<file path="src/rtl/ccl_pkg.sv">
// Package for the coulomb counter with landmark resets: field widths,
// register map, reset values, landmark codes and the configuration struct.
// No dependencies.
package ccl_pkg;

  // Field widths
  localparam int VOLT_W   = 17;
  localparam int CUR_W    = 16;
  localparam int MS_W     = 16;
  localparam int CHARGE_W = 38;
  localparam int PCT_W    = 7;
  localparam int LM_W     = 2;
  localparam int CAP_W    = 16;
  localparam int REQ_W    = 8;

  // Product of current and time, plus one bit for the zero-extended time
  localparam int PROD_W   = CUR_W + MS_W + 1;
  // Signed sum of charge and product
  localparam int SUM_W    = CHARGE_W + 2;

  // Microcoulombs per milliamp hour
  localparam int UC_W = 22;
  localparam logic [UC_W-1:0] UC_PER_MAH = UC_W'(3600000);

  // Percent divider: 7 quotient bits cover 0..100
  localparam int QUOT_W = PCT_W;
  localparam int DIV_W  = CHARGE_W + QUOT_W;
  localparam int CNT_W  = $clog2(QUOT_W);

  // Register map (byte address = 4 * index)
  localparam int ADDR_W = 4;
  localparam int DATA_W = 32;
  localparam logic [1:0] REG_CAPACITY = 2'd0;
  localparam logic [1:0] REG_FULL_TH  = 2'd1;
  localparam logic [1:0] REG_EMPTY_TH = 2'd2;
  localparam logic [1:0] REG_SAMPLES  = 2'd3;

  localparam logic [CAP_W-1:0]  RST_CAPACITY = CAP_W'(2000);
  localparam logic [VOLT_W-1:0] RST_FULL_TH  = VOLT_W'(4150);
  localparam logic [VOLT_W-1:0] RST_EMPTY_TH = VOLT_W'(3300);
  localparam logic [REQ_W-1:0]  RST_SAMPLES  = REQ_W'(10);

  // Landmark codes
  localparam logic [LM_W-1:0] LM_NONE  = 2'd0;
  localparam logic [LM_W-1:0] LM_FULL  = 2'd1;
  localparam logic [LM_W-1:0] LM_EMPTY = 2'd2;

  typedef struct packed {
    logic [CAP_W-1:0]  capacity_mah;
    logic [VOLT_W-1:0] full_threshold_mv;
    logic [VOLT_W-1:0] empty_threshold_mv;
    logic [REQ_W-1:0]  samples_required;
  } cfg_t;

endpackage

</file>
<file path="src/rtl/ccl_if.sv">
// Channel interfaces of the coulomb counter: sample word in, result word out.
// Depends on ccl_pkg for field widths.
interface ccl_sample_if;
  logic                        valid;
  logic                        ready;
  logic [ccl_pkg::VOLT_W-1:0]  bus_voltage_mv;
  logic signed [ccl_pkg::CUR_W-1:0] current_ma;
  logic [ccl_pkg::MS_W-1:0]    elapsed_ms;

  modport source (output valid, bus_voltage_mv, current_ma, elapsed_ms, input ready);
  modport sink   (input valid, bus_voltage_mv, current_ma, elapsed_ms, output ready);
endinterface

interface ccl_result_if;
  logic                          valid;
  logic                          ready;
  logic [ccl_pkg::CHARGE_W-1:0]  consumed_charge_uc;
  logic [ccl_pkg::PCT_W-1:0]     percent_left;
  logic [ccl_pkg::LM_W-1:0]      landmark_reset;

  modport source (output valid, consumed_charge_uc, percent_left, landmark_reset,
                  input ready);
  modport sink   (input valid, consumed_charge_uc, percent_left, landmark_reset,
                  output ready);
endinterface

</file>
<file path="src/rtl/ccl_cfg.sv">
// APB-style configuration registers of the coulomb counter.
// Depends on ccl_pkg (register map, reset values, cfg_t).
module ccl_cfg (
  input  logic                       clk,
  input  logic                       rst,
  input  logic                       psel,
  input  logic                       penable,
  input  logic                       pwrite,
  input  logic [ccl_pkg::ADDR_W-1:0] paddr,
  input  logic [ccl_pkg::DATA_W-1:0] pwdata,
  output logic [ccl_pkg::DATA_W-1:0] prdata,
  output logic                       pready,
  output ccl_pkg::cfg_t              cfg
);
  import ccl_pkg::*;

  logic [1:0] idx;
  logic       wr_en;

  assign pready = 1'b1;
  assign idx    = paddr[3:2];
  assign wr_en  = psel & penable & pwrite & pready;

  // Register writes
  always_ff @(posedge clk) begin
    if (rst) begin
      cfg.capacity_mah       <= RST_CAPACITY;
      cfg.full_threshold_mv  <= RST_FULL_TH;
      cfg.empty_threshold_mv <= RST_EMPTY_TH;
      cfg.samples_required   <= RST_SAMPLES;
    end else if (wr_en) begin
      case (idx)
        REG_CAPACITY: cfg.capacity_mah       <= pwdata[CAP_W-1:0];
        REG_FULL_TH:  cfg.full_threshold_mv  <= pwdata[VOLT_W-1:0];
        REG_EMPTY_TH: cfg.empty_threshold_mv <= pwdata[VOLT_W-1:0];
        REG_SAMPLES:  cfg.samples_required   <= pwdata[REQ_W-1:0];
        default: ;
      endcase
    end
  end

  // Read mux
  always_comb begin
    case (idx)
      REG_CAPACITY: prdata = DATA_W'(cfg.capacity_mah);
      REG_FULL_TH:  prdata = DATA_W'(cfg.full_threshold_mv);
      REG_EMPTY_TH: prdata = DATA_W'(cfg.empty_threshold_mv);
      REG_SAMPLES:  prdata = DATA_W'(cfg.samples_required);
      default:      prdata = '0;
    endcase
  end

endmodule

</file>
<file path="src/rtl/ccl_div.sv">
// Iterative shift-subtract unit for the percent figure:
// quot = floor(rem * 100 / divisor), one quotient bit per cycle. Depends on ccl_pkg.
module ccl_div (
  input  logic                         clk,
  input  logic                         rst,
  input  logic                         start,
  input  logic [ccl_pkg::CHARGE_W-1:0] rem,
  input  logic [ccl_pkg::CHARGE_W-1:0] divisor,
  output logic                         busy,
  output logic                         done,
  output logic [ccl_pkg::QUOT_W-1:0]   quot
);
  import ccl_pkg::*;

  logic [DIV_W-1:0] dividend;
  logic [DIV_W-1:0] dsh;
  logic [CNT_W-1:0] cnt;
  logic             fits;

  // One compare and subtract per cycle
  assign fits = (dividend >= dsh);

  // Control
  always_ff @(posedge clk) begin
    if (rst) begin
      busy <= 1'b0;
      done <= 1'b0;
      cnt  <= '0;
    end else begin
      done <= !start && busy && (cnt == '0);
      if (start) begin
        busy <= 1'b1;
        cnt  <= CNT_W'(QUOT_W - 1);
      end else if (busy) begin
        if (cnt == '0) begin
          busy <= 1'b0;
        end else begin
          cnt <= cnt - 1'b1;
        end
      end
    end
  end

  // Datapath: dividend = rem * 100 as rem*64 + rem*32 + rem*4
  always_ff @(posedge clk) begin
    if (start) begin
      dividend <= {1'b0, rem, 6'b0} + {2'b0, rem, 5'b0} + {5'b0, rem, 2'b0};
      dsh      <= {1'b0, divisor, 6'b0};
      quot     <= '0;
    end else if (busy) begin
      if (fits) begin
        dividend <= dividend - dsh;
      end
      quot <= {quot[QUOT_W-2:0], fits};
      dsh  <= dsh >> 1;
    end
  end

`ifndef SYNTHESIS
  a_start_idle: assert property (@(posedge clk) disable iff (rst) start |-> !busy)
    else $error("divider started while busy");
  a_busy_from_start: assert property (@(posedge clk) disable iff (rst)
    $rose(busy) |-> $past(start))
    else $error("divider went busy without a start");
  a_done_after_busy: assert property (@(posedge clk) disable iff (rst)
    done |-> ($past(busy) && !busy))
    else $error("divider done without a finished run");
`endif

endmodule

</file>
<file path="src/rtl/coulomb_counter_landmark_reset_unit.sv">
// Top level of the coulomb counter fuel gauge with voltage landmark resets.
// Depends on ccl_pkg, ccl_if (ccl_sample_if, ccl_result_if), ccl_cfg, ccl_div.
//
//   channel   dir  handshake       word
//   smp       in   valid/ready     bus_voltage_mv, current_ma, elapsed_ms
//   res       out  valid/ready     consumed_charge_uc, percent_left, landmark_reset
//   apb       in   psel/penable    capacity, thresholds, samples required
//
// An accepted sample passes the capacity, multiply, accumulate and percent
// steps, then the shift-subtract divider when the charge sits below a nonzero
// capacity, then the done step. The sample side is ready only while the
// sequencer is idle. A finished result waits in the output register and the
// next sample is accepted meanwhile; a new result loads only once the old one
// is taken. Reset (rst, synchronous) clears the charge, both run counts and
// the registers to their defaults; no clearing pass is needed.
module coulomb_counter_landmark_reset_unit (
  input  logic                       clk,
  input  logic                       rst,
  ccl_sample_if.sink                 smp,
  ccl_result_if.source               res,
  input  logic                       psel,
  input  logic                       penable,
  input  logic                       pwrite,
  input  logic [ccl_pkg::ADDR_W-1:0] paddr,
  input  logic [ccl_pkg::DATA_W-1:0] pwdata,
  output logic [ccl_pkg::DATA_W-1:0] prdata,
  output logic                       pready
);
  import ccl_pkg::*;

  localparam logic [2:0] S_IDLE = 3'd0;
  localparam logic [2:0] S_CAP  = 3'd1;
  localparam logic [2:0] S_MUL  = 3'd2;
  localparam logic [2:0] S_ACC  = 3'd3;
  localparam logic [2:0] S_PCT  = 3'd4;
  localparam logic [2:0] S_DIV  = 3'd5;
  localparam logic [2:0] S_DONE = 3'd6;

  cfg_t cfg;

  logic [2:0]               state;
  logic [VOLT_W-1:0]        volt;
  logic signed [CUR_W-1:0]  cur;
  logic [MS_W-1:0]          ms;
  logic [CHARGE_W-1:0]      cap_uc;
  logic signed [PROD_W-1:0] prod;
  logic [CHARGE_W-1:0]      charge;
  logic [REQ_W-1:0]         full_cnt;
  logic [REQ_W-1:0]         empty_cnt;
  logic [LM_W-1:0]          lm;
  logic [PCT_W-1:0]         pct;

  logic                     out_valid;
  logic [CHARGE_W-1:0]      out_charge;
  logic [PCT_W-1:0]         out_pct;
  logic [LM_W-1:0]          out_lm;

  logic [CHARGE_W-1:0]      cap_prod;
  logic signed [SUM_W-1:0]  sum;
  logic [CHARGE_W-1:0]      clamped;
  logic [CHARGE_W-1:0]      charge_next;
  logic [REQ_W-1:0]         full_cnt_next;
  logic [REQ_W-1:0]         empty_cnt_next;
  logic [LM_W-1:0]          lm_next;

  logic                     div_start;
  logic                     div_busy;
  logic                     div_done;
  logic [QUOT_W-1:0]        div_quot;
  logic                     out_free;

  ccl_cfg u_cfg (
    .clk     (clk),
    .rst     (rst),
    .psel    (psel),
    .penable (penable),
    .pwrite  (pwrite),
    .paddr   (paddr),
    .pwdata  (pwdata),
    .prdata  (prdata),
    .pready  (pready),
    .cfg     (cfg)
  );

  ccl_div u_div (
    .clk     (clk),
    .rst     (rst),
    .start   (div_start),
    .rem     (cap_uc - charge),
    .divisor (cap_uc),
    .busy    (div_busy),
    .done    (div_done),
    .quot    (div_quot)
  );

  assign smp.ready              = (state == S_IDLE);
  assign res.valid              = out_valid;
  assign res.consumed_charge_uc = out_charge;
  assign res.percent_left       = out_pct;
  assign res.landmark_reset     = out_lm;

  assign out_free  = !out_valid || res.ready;
  assign div_start = (state == S_PCT) && (cap_uc != '0) && (charge < cap_uc);

  // Capacity in uC
  assign cap_prod = CHARGE_W'(cfg.capacity_mah) * CHARGE_W'(UC_PER_MAH);

  // Integrate, clamp to [0, cap]
  always_comb begin
    sum = $signed({2'b00, charge}) + SUM_W'(prod);
    if (sum[SUM_W-1]) begin
      clamped = '0;
    end else if (sum[SUM_W-2:0] > {1'b0, cap_uc}) begin
      clamped = cap_uc;
    end else begin
      clamped = sum[CHARGE_W-1:0];
    end
  end

  // Voltage landmarks
  always_comb begin
    charge_next    = clamped;
    full_cnt_next  = full_cnt;
    empty_cnt_next = empty_cnt;
    lm_next        = LM_NONE;
    if (volt > cfg.full_threshold_mv) begin
      if (full_cnt < cfg.samples_required) begin
        full_cnt_next = full_cnt + 1'b1;
      end
      empty_cnt_next = '0;
      if ((full_cnt_next >= cfg.samples_required) && (clamped != '0)) begin
        charge_next = '0;
        lm_next     = LM_FULL;
      end
    end else if (volt < cfg.empty_threshold_mv) begin
      if (empty_cnt < cfg.samples_required) begin
        empty_cnt_next = empty_cnt + 1'b1;
      end
      full_cnt_next = '0;
      if ((empty_cnt_next >= cfg.samples_required) && (clamped != cap_uc)) begin
        charge_next = cap_uc;
        lm_next     = LM_EMPTY;
      end
    end else begin
      full_cnt_next  = '0;
      empty_cnt_next = '0;
    end
  end

  // Sequencer and gauge state
  always_ff @(posedge clk) begin
    if (rst) begin
      state     <= S_IDLE;
      charge    <= '0;
      full_cnt  <= '0;
      empty_cnt <= '0;
      out_valid <= 1'b0;
    end else begin
      // Output word: load from the done step, drop once taken
      if ((state == S_DONE) && out_free) begin
        out_valid <= 1'b1;
      end else if (res.ready) begin
        out_valid <= 1'b0;
      end
      case (state)
        S_IDLE: begin
          if (smp.valid) begin
            state <= S_CAP;
          end
        end
        S_CAP: state <= S_MUL;
        S_MUL: state <= S_ACC;
        S_ACC: begin
          charge    <= charge_next;
          full_cnt  <= full_cnt_next;
          empty_cnt <= empty_cnt_next;
          state     <= S_PCT;
        end
        S_PCT: state <= div_start ? S_DIV : S_DONE;
        S_DIV: begin
          if (div_done) begin
            state <= S_DONE;
          end
        end
        S_DONE: begin
          if (out_free) begin
            state <= S_IDLE;
          end
        end
        default: state <= S_IDLE;
      endcase
    end
  end

  // Payload registers
  always_ff @(posedge clk) begin
    case (state)
      S_IDLE: begin
        if (smp.valid) begin
          volt <= smp.bus_voltage_mv;
          cur  <= smp.current_ma;
          ms   <= smp.elapsed_ms;
        end
      end
      S_CAP: cap_uc <= cap_prod;
      S_MUL: prod <= cur * $signed({1'b0, ms});
      S_ACC: lm <= lm_next;
      S_PCT: pct <= '0;
      S_DIV: begin
        if (div_done) begin
          pct <= div_quot;
        end
      end
      S_DONE: begin
        if (out_free) begin
          out_charge <= charge;
          out_pct    <= pct;
          out_lm     <= lm;
        end
      end
      default: ;
    endcase
  end

`ifndef SYNTHESIS
  a_full_means_empty_charge: assert property (@(posedge clk) disable iff (rst)
    (out_valid && out_lm == LM_FULL) |-> (out_charge == '0))
    else $error("full landmark reported with nonzero charge");
  a_pct_range: assert property (@(posedge clk) disable iff (rst)
    out_valid |-> (out_pct <= PCT_W'(100)))
    else $error("percent above 100");
  a_result_from_done: assert property (@(posedge clk) disable iff (rst)
    $rose(out_valid) |-> ($past(state) == S_DONE))
    else $error("result loaded outside the done step");
  a_idle_div_quiet: assert property (@(posedge clk) disable iff (rst)
    (state == S_IDLE) |-> !div_busy)
    else $error("divider busy while sequencer idle");
`endif

endmodule

</file>
<file path="src/flat_wrapper.sv">
// flat-port wrapper written by rule: the top's interface ports become plain ports
module coulomb_counter_landmark_reset_unit_flat import ccl_pkg::*;
  (clk, rst, psel, penable, pwrite, paddr, pwdata, prdata, pready, smp_valid, smp_bus_voltage_mv, smp_current_ma, smp_elapsed_ms, smp_ready, res_valid, res_consumed_charge_uc, res_percent_left, res_landmark_reset, res_ready);
  ccl_sample_if smp_i ();
  ccl_result_if res_i ();
  input  logic clk;
  input  logic rst;
  input  logic psel;
  input  logic penable;
  input  logic pwrite;
  input  logic [ccl_pkg::ADDR_W-1:0] paddr;
  input  logic [ccl_pkg::DATA_W-1:0] pwdata;
  output logic [ccl_pkg::DATA_W-1:0] prdata;
  output logic pready;
  input wire logic [$bits(smp_i.valid)-1:0] smp_valid;
  input wire logic [$bits(smp_i.bus_voltage_mv)-1:0] smp_bus_voltage_mv;
  input wire logic [$bits(smp_i.current_ma)-1:0] smp_current_ma;
  input wire logic [$bits(smp_i.elapsed_ms)-1:0] smp_elapsed_ms;
  output wire logic [$bits(smp_i.ready)-1:0] smp_ready;
  output wire logic [$bits(res_i.valid)-1:0] res_valid;
  output wire logic [$bits(res_i.consumed_charge_uc)-1:0] res_consumed_charge_uc;
  output wire logic [$bits(res_i.percent_left)-1:0] res_percent_left;
  output wire logic [$bits(res_i.landmark_reset)-1:0] res_landmark_reset;
  input wire logic [$bits(res_i.ready)-1:0] res_ready;
  assign smp_i.valid = smp_valid;
  assign smp_i.bus_voltage_mv = smp_bus_voltage_mv;
  assign smp_i.current_ma = smp_current_ma;
  assign smp_i.elapsed_ms = smp_elapsed_ms;
  assign smp_ready = smp_i.ready;
  assign res_valid = res_i.valid;
  assign res_consumed_charge_uc = res_i.consumed_charge_uc;
  assign res_percent_left = res_i.percent_left;
  assign res_landmark_reset = res_i.landmark_reset;
  assign res_i.ready = res_ready;
  coulomb_counter_landmark_reset_unit u_core (.clk(clk), .rst(rst), .smp(smp_i), .res(res_i), .psel(psel), .penable(penable), .pwrite(pwrite), .paddr(paddr), .pwdata(pwdata), .prdata(prdata), .pready(pready));
endmodule
</file>
<file path="config.mk">
export PLATFORM = sky130hd
export DESIGN_NAME = coulomb_counter_landmark_reset_unit_flat
export DESIGN_NICKNAME = d
export VERILOG_FILES = /design/src/rtl/ccl_pkg.sv /design/src/rtl/ccl_if.sv /design/src/rtl/ccl_cfg.sv /design/src/rtl/ccl_div.sv /design/src/rtl/coulomb_counter_landmark_reset_unit.sv /design/src/flat_wrapper.sv
export SDC_FILE = /design/constraint.sdc
export NUM_CORES = 2
export LEC_CHECK = 0
export BUFFER_PORTS_ARGS = -buffer_cell sky130_fd_sc_hd__buf_2
export CAP_MARGIN = 20
export CORE_MARGIN = 3
export CORE_UTILIZATION = 40
export DETAILED_ROUTE_END_ITERATION = 6
export PLACE_DENSITY = 0.61
export SLEW_MARGIN = 20
export SYNTH_ARGS = -nofsm -noshare
export SYNTH_HDL_FRONTEND = slang
export SYNTH_SLANG_ARGS = --single-unit
</file>
<file path="constraint.sdc">
create_clock -name clk -period 9.69 [get_ports clk]
set_clock_uncertainty 0.15 [all_clocks]
set_input_delay 1.938 -clock clk [delete_from_list [all_inputs] [get_ports clk]]
set_output_delay 1.938 -clock clk [all_outputs]
set_load 0.05 [all_outputs]
</file>
* After elaboration in Yosys (flattened, before gate mapping)
Cells that the tools add are included. W data, S select, Z words.
Storage, ports and cells: bits of input ports 92, output and inout bits 82, register bits after elaboration 386
Operators by class: add/sub/neg operators 8, $mul 2, $lt $le $gt $ge 9, multiplexer cells 39, reduce and logical (&&, ||, !) cells 31, eq/ne operators 14, bitwise operators 3
Operators with widths (count):
- $mux W38 | 6
- $mux W45 | 3
- $pmux W32 S4 | 1
- $mux W44 | 2
- $reduce_bool A38 Y1 | 2
- $mux W8 | 8
- $add A44 B43 Y45 | 1
- $add A45 B40 Y45 | 1
- $ge A45 B44 Y1 | 1
- $sub A45 B44 Y45 | 1
- $add A39 B33 Y40 | 1
- $gt A39 B38 Y1 | 1
- $lt A38 B38 Y1 | 1
- $ne A38 B38 Y1 | 1
- $sub A38 B38 Y38 | 1
- $mul A16 B17 Y33 | 1
- $mul A16 B15 Y31 const B | 1
- $pmux W3 S7 | 1
- $reduce_and A2 Y1 | 10
- $mux W3 | 6
- $gt A17 B17 Y1 | 1
- $lt A17 B17 Y1 | 1
- $add A8 B1 Y8 const B | 2
- $ge A8 B8 Y1 | 2
- other kinds (23) | 50

* Longest topological paths before layout
word-level depth 9, depth in mapped cells 29, depth with buffers taken out 29

* By module
From an unflattened synthesis, not the netlist that was laid out.
Unflattened totals: cell total of the unflattened synthesis 4490, area, all modules 42336.9 um2
By module, submodules not included:
- coulomb_counter_landmark_reset_unit | area an instance 29756.0 um2, times used 1, cells an instance 3140
- ccl_div | area an instance 9708.1 um2, times used 1, cells an instance 1066
- ccl_cfg | area an instance 2872.8 um2, times used 1, cells an instance 284

* Least setup slack after synthesis
Ideal clock, no wire load.
kind reg-to-reg, start point register u_core.cur[9], end point register u_core.prod[32] (data pin), required time 9.281 ns, stages on the path, launching flop included 28, setup slack 3.049 ns, data arrival time 6.232 ns, path buffers 1, clock period less this slack 6.641 ns, path through edfxtp_1 -> clkbuf_1 -> nand2_1 -> fa_1 -> inv_1 -> fa_1 -> inv_1 -> fa_1 -> inv_1 -> fa_1 -> inv_1 -> fa_1 -> inv_1 -> fa_1 -> ha_1 -> or3_1 -> nor3_1 -> inv_1 -> a211oi_1 -> nor2_1 -> nand3_1 -> a31oi_1 -> a21oi_1 -> a21o_1 -> o211ai_1 -> a21o_1 -> a21oi_1 -> xnor2_1
On the way: word-level cells in the longest chain between the ends 1
RTL lines:
- from (decl) | line coulomb_counter_landmark_reset_unit.sv:43 | logic signed [CUR_W-1:0] cur;
- from (signal assigned) | line coulomb_counter_landmark_reset_unit.sv:201 | cur <= smp.current_ma;
- $mul A16 B17 Y33 | line coulomb_counter_landmark_reset_unit.sv:206 | S_MUL: prod <= cur * $signed({1'b0, ms});
- to (signal assigned) | line coulomb_counter_landmark_reset_unit.sv:206
- to (decl) | line coulomb_counter_landmark_reset_unit.sv:46 | logic signed [PROD_W-1:0] prod;
No other way between the ends. A chain may end at the register's enable or synchronous reset.

* Final worst setup path
start point register u_core.charge[0], end point register u_core.charge[29]
On the way: word-level cells in the longest chain between the ends 9, elaborated cells on any way between the ends 12, classes of those cells add/sub (1); order compare (1); eq/ne (1); mux (6); reduce/logical (3)
RTL lines:
- from (decl) | line coulomb_counter_landmark_reset_unit.sv:47 | logic [CHARGE_W-1:0] charge;
- from (signal assigned) | line coulomb_counter_landmark_reset_unit.sv:174 | charge <= charge_next;
- $add A39 B33 Y40 * | line coulomb_counter_landmark_reset_unit.sv:110 | sum = $signed({2'b00, charge}) + SUM_W'(prod);
- $gt A39 B38 Y1 | line coulomb_counter_landmark_reset_unit.sv:113 | end else if (sum[SUM_W-2:0] > {1'b0, cap_uc}) begin
- $mux W38 | line coulomb_counter_landmark_reset_unit.sv:113
- $mux W38 * | line coulomb_counter_landmark_reset_unit.sv:111 | if (sum[SUM_W-1]) begin
- $ne A38 B38 Y1 | line coulomb_counter_landmark_reset_unit.sv:140 | if ((empty_cnt_next >= cfg.samples_required) && (clamped != cap_uc)) begin
- $logic_and A1 B1 Y1 | line coulomb_counter_landmark_reset_unit.sv:140
- $mux W38 | line coulomb_counter_landmark_reset_unit.sv:140
- $mux W38 | line coulomb_counter_landmark_reset_unit.sv:135 | end else if (volt < cfg.empty_threshold_mv) begin
- $mux W38 * | line coulomb_counter_landmark_reset_unit.sv:126 | if (volt > cfg.full_threshold_mv) begin
Mark *: on every way between the ends. The rest lies on a longest branch, timed or not.

==> summary.md <==
| Metric | Value |
|---|---|
| Die ar. | 0.106 mm^2 |
| Ports | 174 |
| Worst skew pair latency | 640 ps |
| Max-cap check violation count | 0 |
| Layout net count | 5410 |
| CP Class | flop to flop |
| CTS tree | done |
| Setup total negative slack | 0 ps |
| Root Driver | clkbuf_16 |
| Number of H-tree levels | 2 |
| Period utilisation layout | 0.831 |
| Pre-CTS setup slack | between 1500 and 2000 ps |
| Max-slew violation count | 0 |
| Vias | 31400 |
| Hold WC Path Type | flop to flop |
| Cell area after synthesis | 0.0407 mm^2 |
| Worst path buffer plus inverter count | 3 |
| Post-cts resize count | 0 |
| Slowest stage cell on the critical path | nor4b_2 |
| Period minus WS final | 8050 ps |
| WL per Instance | 18.6 um |
| Remaining antenna violation count after routing | 0 |
| # setup viols final | 0 |
| Vias in the first global route | 31200 |
| Slew HR | 0.343 |
| Setup ws final | 1640 ps |
| Num CTS Buffers | 47 |
| Synth warnings | 0 |
| Starting Density | 0.405 |
| DR iter-0 viols | approximately 2100 |
| Critical path data required time | 10060 ps |
| Die X | 325 um |
| Post-Synthesis Cells | 4413 |
| First-pass GRT wire length | about 170 mm |
| I/O Buffers | 140 |
| Clock Tree Buf Depth | 3 |
| CTS sink cnt | 386 |
| Worst Setup End Kind | flop |
| Most common flop cell mapped by yosys | edfxtp_1 |
| RSZ-0062 raised after global routing | false |
| CORE AREA | 0.100 mm^2 |
| Leading area contributor after synthesis | edfxtp_1 |
| DRT Wirelength | between 100 and 150 mm |
| Async SR Flop Fraction | 0 |
| Netlist cell types | 89 |
| Maximum single-stage delay on the critical path | 750 ps |
| Initial antenna violation count | 0 |
| FF+latch count, synth | 386 |
| Synth top area cells | edfxtp_1 19%, fa_1 17%, ha_1 15% |
| Area Overhead vs Synth | 8.72% |
| Peak VDD IR | around 0.00043 V |
| Seq/Total Area, Yosys | 0.252 |
| Num rows | 116 |
| Drt first pass iters | 6 |
| Syn_area_per_cell | 9.21 um^2 |
| Power density over the cells | approximately 350 mW/mm^2 |
| Fmax | between 0.1 and 0.15 GHz |
| CP arrival | 8420 ps |
| Tot GR Track Use | 0.206 |
| Clock transition at the registers of the reported paths | ~60 ps |
| # diodes | 0 |
| Total setup buffers inserted after CTS | 0 |
| Slew @ Worst Pin | 973 ps |
| GPL Wtd Cong | 0.945 |
| Crit start category | flop |
| Layout cells sized above 1 | 0.0644 |
| Via density per instance | 5.34 |
| EDFF count, synth | roughly 250 |
| Leak | around 20 nW |
| Post-CTS Hold Fix Bufs | 0 |
| Largest net degree at the start of global routing | 89 |
| Crit-path most repeated cell | nor4_1 |
| HPWL after DPL | 86.6 mm |
| Final hold viol count | 0 |
| CP top delay family | simple AND/OR/NAND/NOR gates |
| Die Ht | 325 um |
| Residual DRC count | 0 |
| Area share of the largest cell type after synthesis | 0.186 |
| Status | completed |
| Crit-path max FO | 32 |
| Gr ovfl total | 0 |
per-layer routing:
metal	track usage	vias up	routed length, um
met2	0.326	793	48700
li1	-	15300	-
met1	0.292	15200	51200
met3	0.0311	167	6170
met5	0	-	0
met4	0.0630	0	3410
cell usage in the layout, fill, tap and decap left out, types with 13 or more instances in the layout:
master     synthesis  routed
and3_1            37      37
or3_1             35      35
inv_1            670     670
a211oi_1          28      28
ha_1             492     492
fa_1             346     346
a31oi_1           44      44
buf_2              8     139
nor4_1            30      30
nand2b_1          53      52
edfxtp_1         252     252
xnor2_1          125     125
nor2_1           195     195
nand4_1           31      31
o21a_1            41      41
conb_1             2      16
a21o_1           118     118
o2111ai_1         13      13
a21oi_1          263     263
o21ai_0          191     190
clkbuf_16          0      48
dfxtp_1          134     133
o211ai_1          39      39
and2_1           127     126
nor2b_1           37      36
buf_4             16      21
mux2i_1           32      32
o21bai_1          31      31
or2_2             13      13
a221oi_1          27      27
o22ai_1           16      16
nand3_1           97      97
nand2_1          407     406
nor3_1            65      64
xor2_1            72      72
synthesized netlist by cell type, drive strengths merged (8+ instances only):
master	count
a221o	11
o211ai	40
nand2b	53
a31oi	44
a211o	9
a41oi	9
a22oi	11
nor4	31
and3	37
mux4	8
mux2i	32
o21bai	31
nor2b	37
and4	10
clkbuf	120
o21ai	194
xor2	72
a2111oi	14
xnor2	125
a211oi	31
or3	35
o2111ai	13
nand3	97
and2	130
or2	13
nand2	407
ha	492
o22ai	16
o31a	9
buf	36
o21a	41
dfxtp	134
a311oi	8
inv	671
nor2	197
nand4	31
a21o	119
a221oi	28
fa	346
a21oi	263
edfxtp	252
nor3	65
o31ai	12
per-stage QoR:
stage | utilization | total power [mW] | instance area, um^2 | cells | hold slack [ps]
2_1_floorplan | - | 11.3 | 40700 | 4427 | 250
3_3_place_gp | 0.425 | 13.5 | 42700 | 5788 | 252
3_5_place_dp | 0.425 | 13.7 | 42700 | 5788 | 256
4_1_cts | 0.440 | 15.6 | 44200 | 5874 | 269
5_1_grt | 0.440 | 17.3 | 44200 | 5874 | 273
6_report | 0.440 | 15.5 | 44200 | 5874 | 268
worst paths after layout:
check	from	end	slack, ps	depth (start not counted)
max	u_core.charge[0]$_SDFFE_PP0P_	u_core.charge[29]$_SDFFE_PP0P_	1640	25
min	u_core.pct[5]$_SDFFCE_PN0P_	u_core.res.percent_left[5]$_DFFE_PP_	270	0
max reg2reg	u_core.charge[0]$_SDFFE_PP0P_	u_core.charge[29]$_SDFFE_PP0P_	1640	25
min reg2reg	u_core.pct[5]$_SDFFCE_PN0P_	u_core.res.percent_left[5]$_DFFE_PP_	270	0
registers in the layout, indices dropped and copies added, names as in the netlist, 2 cells and up:
| signal | count |
|---|---|
| u_core.cur | 16 |
| u_core.full_cnt | 8 |
| u_core.u_div.dividend | 45 |
| u_core.cap_uc | 31 |
| u_core.state | 3 |
| u_core.u_div.cnt | 3 |
| u_core.res.landmark_reset | 2 |
| u_core.res.percent_left | 7 |
| u_core.prod | 33 |
| u_core.volt | 17 |
| u_core.pct | 7 |
| u_core.charge | 38 |
| u_core.res.consumed_charge_uc | 38 |
| u_core.u_cfg.cfg | 58 |
| u_core.u_div.dsh | 44 |
| u_core.lm | 2 |
| u_core.empty_cnt | 8 |
| u_core.ms | 16 |
| u_core.u_div.quot | 7 |
report_power, final:
group | switching, mW | internal, mW | leakage (nW)
combinational | 6.30 | 4.83 | 16.2
sequential | 0.240 | 2.28 | 3.42
clock | 0.781 | 1.05 | 0.768
cell families after synthesis:
logic type      after synthesis  synth area share
compound gates              953             0.153
other cells                   2          0.000185
mux                          44            0.0134
flops                       386             0.252
xor+xnor                    197            0.0424
simple gates               1165             0.139
fa+ha+maj                   838             0.322
buf+inv                     828            0.0782
area by class of cell:
type / count / area, um^2
fillers: 9972 / 56200
multi-input cells: 3213 / 27300
flip-flops and latches: 386 / 10300
inverters: 672 / 2520
well taps: 1357 / 1700
clock buffers: 59 / 1270
repair buffers: 160 / 853
clock inverters: 27 / 285
Note: power is estimated with default switching activity, not from simulation.
